$ cat src/hw/rtl/i2csb_pkg.sv
// Package with the shared types and constants of the I2C slave buffer handler.
`timescale 1ns / 1ps
`default_nettype none

package i2csb_pkg;

    localparam int RX_DEPTH = 16;
    localparam int TX_DEPTH = 16;

    localparam int RX_AW = (RX_DEPTH > 1) ? $clog2(RX_DEPTH) : 1;
    localparam int TX_AW = (TX_DEPTH > 1) ? $clog2(TX_DEPTH) : 1;

    // The receive count runs 1..RX_DEPTH, the send count 1..TX_DEPTH+1.
    localparam int RXC_W = $clog2(RX_DEPTH + 1);
    localparam int TXC_W = $clog2(TX_DEPTH + 2);

    localparam logic [6:0] SLAVE_ADDR_RESET = 7'd120;

    typedef enum logic [2:0] {
        MODE_ADDR    = 3'd0,
        MODE_RX      = 3'd1,
        MODE_STOP    = 3'd2,
        MODE_SENT    = 3'd3,
        MODE_ERR     = 3'd4,
        MODE_HOST_WR = 3'd5,
        MODE_HOST_RD = 3'd6
    } mode_t;

    typedef struct packed {
        logic [2:0] mode;
        logic [7:0] bus_byte;
        logic       arbitration_lost;
        logic       master_acked;
        logic [3:0] host_index;
        logic [7:0] host_byte;
    } in_item_t;

    typedef struct packed {
        logic       ack_drive;
        logic [7:0] tx_byte;
        logic       tx_loaded;
        logic       data_ready;
        logic [7:0] host_read_byte;
    } out_item_t;

    // Control carried from the accept stage to the memory-data stage.
    typedef struct packed {
        logic ack;
        logic load_mem;
        logic load_zero;
        logic host_read;
        logic ready;
    } stage_ctl_t;

endpackage

`default_nettype wire

$ cat src/hw/rtl/i2c_slave_buffer_handler_unit.sv
// Top level of the I2C slave buffer handler: event decode, counters and buffer RAMs.
`timescale 1ns / 1ps
`default_nettype none

//  Channel  Handshake              Payload
//  in       in_valid / in_ready    in_data   (i2csb_pkg::in_item_t)
//  out      out_valid / out_ready  out_data  (i2csb_pkg::out_item_t)
//  cfg      cfg_valid / cfg_ready  cfg_data  (slave address, 7 bits)
//
//  One item is accepted per cycle while the pipeline is not stalled; its result
//  is held in the data stage register and then in the output register.
//  The counters and the ready flag update at accept; the RAM
//  read issued then is registered in the RAM and sets the staged transmit byte.
//  Reset sets both counters to 1 and clears the flags and staged byte; the
//  buffers hold whatever they held until written. A stalled output holds
//  the pipeline, and the input stalls only when both stages are full.

module i2c_slave_buffer_handler_unit (
    input  wire logic                 clk,
    input  wire logic                 rst_n,
    input  wire logic                 in_valid,
    output logic                      in_ready,
    input  wire i2csb_pkg::in_item_t  in_data,
    output logic                      out_valid,
    input  wire logic                 out_ready,
    output i2csb_pkg::out_item_t      out_data,
    input  wire logic                 cfg_valid,
    output logic                      cfg_ready,
    input  wire logic [6:0]           cfg_data
);

    logic [6:0]                     slave_addr_reg;
    logic [i2csb_pkg::RXC_W-1:0]    recv_count_reg, recv_count_next;
    logic [i2csb_pkg::TXC_W-1:0]    send_count_reg, send_count_next;
    logic                           ready_flag_reg, ready_flag_next;
    logic [7:0]                     staged_tx_reg, staged_tx_next;

    logic                           s1_valid_reg;
    i2csb_pkg::stage_ctl_t          s1_ctl_reg, s1_ctl_next;
    logic                           out_valid_reg;
    i2csb_pkg::out_item_t           out_data_reg, out_data_next;

    logic                           in_fire;
    logic                           s1_adv;

    logic                           rx_we, rx_re, tx_we, tx_re;
    logic [i2csb_pkg::RX_AW-1:0]    rx_waddr, rx_raddr;
    logic [i2csb_pkg::TX_AW-1:0]    tx_waddr, tx_raddr;
    logic [7:0]                     rx_rdata, tx_rdata;

    assign cfg_ready = 1'b1;
    assign s1_adv    = !out_valid_reg || out_ready;
    assign in_ready  = !s1_valid_reg || s1_adv;
    assign in_fire   = in_valid && in_ready;

    always_ff @(posedge clk or negedge rst_n)
    begin
        if (!rst_n)
        begin
            slave_addr_reg <= i2csb_pkg::SLAVE_ADDR_RESET;
        end
        else if (cfg_valid && cfg_ready)
        begin
            slave_addr_reg <= cfg_data;
        end
    end

    // Accept stage: counters, flag, RAM writes and read requests.
    always_comb
    begin
        recv_count_next = recv_count_reg;
        send_count_next = send_count_reg;
        ready_flag_next = ready_flag_reg;
        s1_ctl_next     = '0;
        rx_we           = 1'b0;
        rx_re           = 1'b0;
        tx_we           = 1'b0;
        tx_re           = 1'b0;
        rx_waddr        = i2csb_pkg::RX_AW'(recv_count_reg - 1'b1);
        rx_raddr        = i2csb_pkg::RX_AW'(in_data.host_index);
        tx_waddr        = i2csb_pkg::TX_AW'(in_data.host_index);
        tx_raddr        = i2csb_pkg::TX_AW'(send_count_reg - 1'b1);
        if (in_fire)
        begin
            unique case (in_data.mode)
                i2csb_pkg::MODE_HOST_WR:
                begin
                    tx_we = 32'(in_data.host_index) < i2csb_pkg::TX_DEPTH;
                end
                i2csb_pkg::MODE_HOST_RD:
                begin
                    rx_re = 32'(in_data.host_index) < i2csb_pkg::RX_DEPTH;
                    s1_ctl_next.host_read = rx_re;
                end
                i2csb_pkg::MODE_ADDR:
                begin
                    if (!in_data.arbitration_lost)
                    begin
                        recv_count_next = i2csb_pkg::RXC_W'(1);
                        send_count_next = i2csb_pkg::TXC_W'(1);
                        if (in_data.bus_byte[7:1] == slave_addr_reg)
                        begin
                            s1_ctl_next.ack = 1'b1;
                            if (in_data.bus_byte[0])
                            begin
                                // A read addressing stages the first transmit byte.
                                send_count_next      = i2csb_pkg::TXC_W'(2);
                                tx_re                = 1'b1;
                                tx_raddr             = '0;
                                s1_ctl_next.load_mem = 1'b1;
                            end
                        end
                    end
                end
                i2csb_pkg::MODE_RX:
                begin
                    if (!in_data.arbitration_lost)
                    begin
                        rx_we           = 1'b1;
                        s1_ctl_next.ack = 1'b1;
                        if (32'(recv_count_reg) < i2csb_pkg::RX_DEPTH)
                        begin
                            recv_count_next = recv_count_reg + 1'b1;
                            ready_flag_next = 1'b0;
                        end
                        else
                        begin
                            ready_flag_next = 1'b1;
                        end
                    end
                end
                i2csb_pkg::MODE_SENT:
                begin
                    if (!in_data.arbitration_lost && in_data.master_acked)
                    begin
                        if (32'(send_count_reg) <= i2csb_pkg::TX_DEPTH)
                        begin
                            tx_re                = 1'b1;
                            send_count_next      = send_count_reg + 1'b1;
                            s1_ctl_next.load_mem = 1'b1;
                        end
                        else
                        begin
                            s1_ctl_next.load_zero = 1'b1;
                        end
                    end
                end
                default:
                begin
                    // Stop, bus error and unknown events change nothing.
                end
            endcase
        end
        s1_ctl_next.ready = ready_flag_next;
    end

    i2csb_ram #(
        .WIDTH (8),
        .DEPTH (i2csb_pkg::RX_DEPTH),
        .AW    (i2csb_pkg::RX_AW)
    ) u_rx_ram (
        .clk   (clk),
        .we    (rx_we),
        .waddr (rx_waddr),
        .wdata (in_data.bus_byte),
        .re    (rx_re),
        .raddr (rx_raddr),
        .rdata (rx_rdata)
    );

    i2csb_ram #(
        .WIDTH (8),
        .DEPTH (i2csb_pkg::TX_DEPTH),
        .AW    (i2csb_pkg::TX_AW)
    ) u_tx_ram (
        .clk   (clk),
        .we    (tx_we),
        .waddr (tx_waddr),
        .wdata (in_data.host_byte),
        .re    (tx_re),
        .raddr (tx_raddr),
        .rdata (tx_rdata)
    );

    // Data stage: the RAM read data is held while this stage stalls,
    // since no new read is issued until the item moves on.
    always_comb
    begin
        staged_tx_next = staged_tx_reg;
        if (s1_ctl_reg.load_mem)
        begin
            staged_tx_next = tx_rdata;
        end
        else if (s1_ctl_reg.load_zero)
        begin
            staged_tx_next = 8'h00;
        end
        out_data_next.ack_drive      = s1_ctl_reg.ack;
        out_data_next.tx_byte        = staged_tx_next;
        out_data_next.tx_loaded      = s1_ctl_reg.load_mem || s1_ctl_reg.load_zero;
        out_data_next.data_ready     = s1_ctl_reg.ready;
        out_data_next.host_read_byte = s1_ctl_reg.host_read ? rx_rdata : 8'h00;
    end

    always_ff @(posedge clk or negedge rst_n)
    begin
        if (!rst_n)
        begin
            recv_count_reg <= i2csb_pkg::RXC_W'(1);
            send_count_reg <= i2csb_pkg::TXC_W'(1);
            ready_flag_reg <= 1'b0;
            staged_tx_reg  <= 8'h00;
            s1_valid_reg   <= 1'b0;
            s1_ctl_reg     <= '0;
            out_valid_reg  <= 1'b0;
        end
        else
        begin
            recv_count_reg <= recv_count_next;
            send_count_reg <= send_count_next;
            ready_flag_reg <= ready_flag_next;
            if (in_ready)
            begin
                s1_valid_reg <= in_fire;
                s1_ctl_reg   <= s1_ctl_next;
            end
            if (s1_adv)
            begin
                out_valid_reg <= s1_valid_reg;
                if (s1_valid_reg)
                begin
                    staged_tx_reg <= staged_tx_next;
                end
            end
        end
    end

    always_ff @(posedge clk)
    begin
        if (s1_adv && s1_valid_reg)
        begin
            out_data_reg <= out_data_next;
        end
    end

    assign out_valid = out_valid_reg;
    assign out_data  = out_data_reg;

`ifndef NO_ASSERTIONS
    a_recv_count_range: assert property (@(posedge clk) disable iff (!rst_n)
        recv_count_reg >= i2csb_pkg::RXC_W'(1)
        && 32'(recv_count_reg) <= i2csb_pkg::RX_DEPTH)
        else $error("receive count out of range");

    a_send_count_range: assert property (@(posedge clk) disable iff (!rst_n)
        send_count_reg >= i2csb_pkg::TXC_W'(1)
        && 32'(send_count_reg) <= i2csb_pkg::TX_DEPTH + 1)
        else $error("send count out of range");

    a_host_read_keeps_ready: assert property (@(posedge clk) disable iff (!rst_n)
        in_fire && in_data.mode == i2csb_pkg::MODE_HOST_RD
        |=> ready_flag_reg == $past(ready_flag_reg))
        else $error("host read changed the ready flag");

    a_addr_resets_rx: assert property (@(posedge clk) disable iff (!rst_n)
        in_fire && in_data.mode == i2csb_pkg::MODE_ADDR && !in_data.arbitration_lost
        |=> recv_count_reg == i2csb_pkg::RXC_W'(1))
        else $error("address item did not reset the receive count");

    a_stall_holds_stage: assert property (@(posedge clk) disable iff (!rst_n)
        s1_valid_reg && !s1_adv |=> s1_valid_reg && $stable(s1_ctl_reg))
        else $error("data stage lost an item under stall");
`endif

endmodule

`default_nettype wire

$ cat src/hw/rtl/i2csb_ram.sv
// Generic single-write, single-read RAM with a registered read port.
`timescale 1ns / 1ps
`default_nettype none

module i2csb_ram #(
    parameter int WIDTH = 8,
    parameter int DEPTH = 16,
    parameter int AW    = (DEPTH > 1) ? $clog2(DEPTH) : 1
) (
    input  wire logic             clk,
    input  wire logic             we,
    input  wire logic [AW-1:0]    waddr,
    input  wire logic [WIDTH-1:0] wdata,
    input  wire logic             re,
    input  wire logic [AW-1:0]    raddr,
    output logic      [WIDTH-1:0] rdata
);

    logic [WIDTH-1:0] mem [DEPTH];

    always_ff @(posedge clk)
    begin
        if (we)
        begin
            mem[waddr] <= wdata;
        end
        if (re)
        begin
            rdata <= mem[raddr];
        end
    end

endmodule

`default_nettype wire

$ cat config.mk
export PLATFORM = sky130hd
export DESIGN_NAME = i2c_slave_buffer_handler_unit
export DESIGN_NICKNAME = d
export VERILOG_FILES = /design/src/hw/rtl/i2csb_pkg.sv /design/src/hw/rtl/i2c_slave_buffer_handler_unit.sv /design/src/hw/rtl/i2csb_ram.sv
export SDC_FILE = /design/constraint.sdc
export NUM_CORES = 1
export LEC_CHECK = 0
export ABC_CLOCK_PERIOD_IN_PS = 4700
export BUFFER_PORTS_ARGS = -buffer_cell sky130_fd_sc_hd__buf_2
export CAP_MARGIN = 10
export CORE_ASPECT_RATIO = 0.8
export CORE_UTILIZATION = 45
export CTS_CLUSTER_DIAMETER = 120
export DETAILED_ROUTE_END_ITERATION = 12
export GPL_TIMING_DRIVEN = 0
export PLACE_DENSITY = 0.68
export SETUP_SLACK_MARGIN = 0.1
export SLEW_MARGIN = 20
export SYNTH_ARGS = -nofsm -noshare
export SYNTH_HDL_FRONTEND = slang
export SYNTH_SLANG_ARGS = --single-unit
$ cat constraint.sdc
create_clock -name clk -period 4.7 [get_ports clk]
set_input_delay 0.705 -clock clk [delete_from_list [all_inputs] [get_ports clk]]
set_output_delay 0.705 -clock clk [all_outputs]
set_load 0.01 [all_outputs]
==> results.py <==
metrics = {
    "synth": {
        "synth_edf_count": 291,
        "yosys.area.top_type": "edfxtp_1",
        "seq_area_frac_synth": 0.742,
        "synthArstFlopShare": 0.102,
        "synth_flop_cell": "edfxtp_1",
        "yosysMostFrequentCell": "edfxtp_1",
        "synthesis.nets": 754,
        "synthTopCellsByCount": "291 x edfxtp_1, 57 x mux4_2, 53 x nor2_1",
        "synth_warnings": 0,
        "synth.distinct_cells": 53,
        "synth_top_cell_area_share": 0.678,
        "avgSynthCellArea_sq_um": 18.2,
        "postSynthCellCount": 710,
        "synth_seq_cells": 324,
        "synth_area_sq_um": 12900,
        "synth_area_leaders": "edfxtp_1 68%, mux4_2 10%, dfrtp_1 5.2%, mux2_2 1.6%, nor2_1 1.5%",
    },
    "placed_design": {
        "pre_cts_ws_ns": 0.170,
        "port_buffers": 50,
        "gp_congestion": 0.851,
        "dp_hpwl_um": 17200,
    },
    "global_route": {
        "antenna_found_initial": 1,
        "track_usage": 0.181,
        "grt_pass1_wl_um": 39800,
        "grt_max_degree": 34,
        "first_global_vias": 6601,
        "overflow": 0,
    },
    "worst_setup_path": {
        "path_max_fanout": 10,
        "crit_path_top_delay_cell": "clkbuf_1",
        "cp_cell_sequence": "buf_2 -> clkbuf_2 -> clkbuf_1 -> inv_1 -> ha_1 -> clkbuf_1 -> clkbuf_1 -> mux4_2 -> o31ai_1 -> a21bo_1",
        "max_stage_delay_ns": 0.70,
        "end_kind": "flip-flop",
        "r2r-end": "u_tx_ram.rdata[6]",
        "start_kind": "flip-flop",
        "crit_required_ns": 4.95,
        "path_common_cell": "clkbuf_1",
        "timing.rr.start": "send_count_reg[0]",
        "r2r_slack_ns": 0.39,
        "crit_arrival_ns": 4.56,
        "path_class": "reg2reg",
        "reg2regPathDepth": 10,
    },
    "sta": {
        "finalSetupTns_ns": 0,
        "rsz0062_at_grt": "false",
        "hold_viol": 0,
        "skew_ns": 0.0167,
        "setup_viol": 0,
        "layout_min_cycle_time_ns": 4.31,
        "finalWorstSetupSlack_ns": 0.385,
        "period_share": 0.918,
        "fmax_mhz": 232,
        "tightest_slew_ns": 1.02,
        "slew_headroom": 0.321,
        "drv_slew": 0,
    },
    "cts": {
        "cts_setup_buffers": 0,
        "cts_sinks": 324,
        "cts-root-buf": "clkbuf_16",
        "cts.path.max_buffers": 3,
        "worstSkewPairLatency_ns": 0.51,
        "numCtsBuffers": 35,
        "cts_tree": "done",
        "htree_levels": 2,
        "clk_pin_slew_ns": 0.06,
    },
    "run_status": {
        "status": "finished, final reports clean",
    },
    "routing": {
        "drt_iter0_markers": 792,
        "drt-vias-per-instance": 5.59,
        "dr.pass1.iters": 5,
        "num_vias": 6658,
        "wire_per_inst_um": 21.6,
        "finalWirelength_um": 25700,
        "ant_nets": 0,
        "drc": 0,
    },
    "die": {
        "die-area_sq_um": 29300,
        "io_pins": 59,
        "initial_core_util": 0.457,
        "die_h_um": 153,
        "rows": 55,
        "design.core.area_sq_um": 28200,
        "die_w_um": 191,
    },
    "power_and_ir_drop": {
        "ir_drop_v": 0.000271,
        "leakage_uw": 0.00495,
        "p_per_area_nw_per_um2": 487,
    },
    "finish": {
        "antenna_cells": 0,
        "syn2layout_area_growth_pct": 13.8,
        "nets": 841,
        "drive_above_1_share": 0.250,
    },
    "job": {
        "maxCapViolCount": 0,
    },
    "worst_hold_path": {
        "hp-class": "in2async",
    },
}
## stage by stage
stage	util	hold WS [ns]	power, uW	cell area, sq um	std cells
global route	0.520	0.336	7420	14700	1190
CTS	0.519	0.296	7190	14600	1190
finish	0.520	0.296	7150	14700	1190
floorplan	-	0.409	4290	12900	710
detailed placement	0.482	0.438	4700	13600	1130
global placement	0.482	0.429	4680	13600	1130
## where the power goes
part           total (uW)  switching (uW)  internal, uW
Sequential           3300            46.5          3250
Clock                2480            1060          1420
Combinational        1370             827           546
## critical path, delay by kind of cell, from the launching register on
family,cells,cell delay [ns]
buffers and inverters,6,2.32
muxes,1,0.44
DFF,1,0.55
AOI/OAI and AO/OA,2,0.45
adders and majority gates,1,0.29
## final cells by class
class / count / area, sq um
fill: 2268 / 13500
sequential: 324 / 9570
multi-input combinational: 338 / 3150
clock buffer: 45 / 945
tap: 370 / 463
timing repair buffer: 50 / 250
buffer: 38 / 169
clock inverter: 15 / 92.6
inverter: 10 / 37.5
## cell usage in the layout, fill, tap and decap left out, drive strengths merged, types with 3 or more instances in the layout
| master | count |
|---|---|
| nor3 | 19 |
| and2 | 10 |
| a32oi | 7 |
| mux2 | 18 |
| edfxtp | 291 |
| buf | 62 |
| inv | 10 |
| a22o | 8 |
| nand2b | 7 |
| nand2 | 21 |
| o21ai | 20 |
| clkbuf | 71 |
| clkinv | 14 |
| mux2i | 15 |
| xnor2 | 11 |
| ha | 7 |
| xor2 | 5 |
| nand3 | 3 |
| a31oi | 3 |
| o22a | 7 |
| a22oi | 8 |
| nor2 | 54 |
| dfstp | 6 |
| a21oi | 28 |
| dfrtp | 27 |
| mux4 | 57 |
| nand4 | 6 |
## timing repair
action	4_1_cts	5_1_grt
hold endpoints to repair	0	0
setup endpoints to repair	0	8
resized for setup	0	3
hold buffers	0	0
## worst max path at each step
stage                            startpoint                end  slack (ns)  depth (start not counted)
after global placement    send_count_reg[0]  u_tx_ram.rdata[6]        0.20                         10
after floorplan           send_count_reg[0]  u_tx_ram.rdata[6]        1.30                         10
after global routing      send_count_reg[0]  u_tx_ram.rdata[3]        0.13                         13
final                     send_count_reg[0]  u_tx_ram.rdata[6]        0.39                         10
after CTS                 send_count_reg[0]  u_tx_ram.rdata[4]        0.11                         12
after detailed placement  send_count_reg[0]  u_tx_ram.rdata[4]        0.17                         12
## routing by layer
layer,share of wire,vias up,GRT usage,routed length (um)
met1,0.47,3378,0.278,12100
met4,0.014,2,0.0488,368
met5,0.00051,-,0,13
li1,-,2999,-,-
met3,0.072,31,0.0358,1840
met2,0.44,248,0.262,11300
## cells by family after synthesis
group / synth area share
flip-flops: 0.742
multiplexers: 0.127
AO/OA/AOI/OAI: 0.0456
buffers and inverters: 0.0157
XOR/XNOR: 0.0109
other: 0.000291
AND/OR/NAND/NOR: 0.0515
adder cells (fa/ha/maj): 0.00679
No activity file was read; power rests on OpenSTA's default activity.
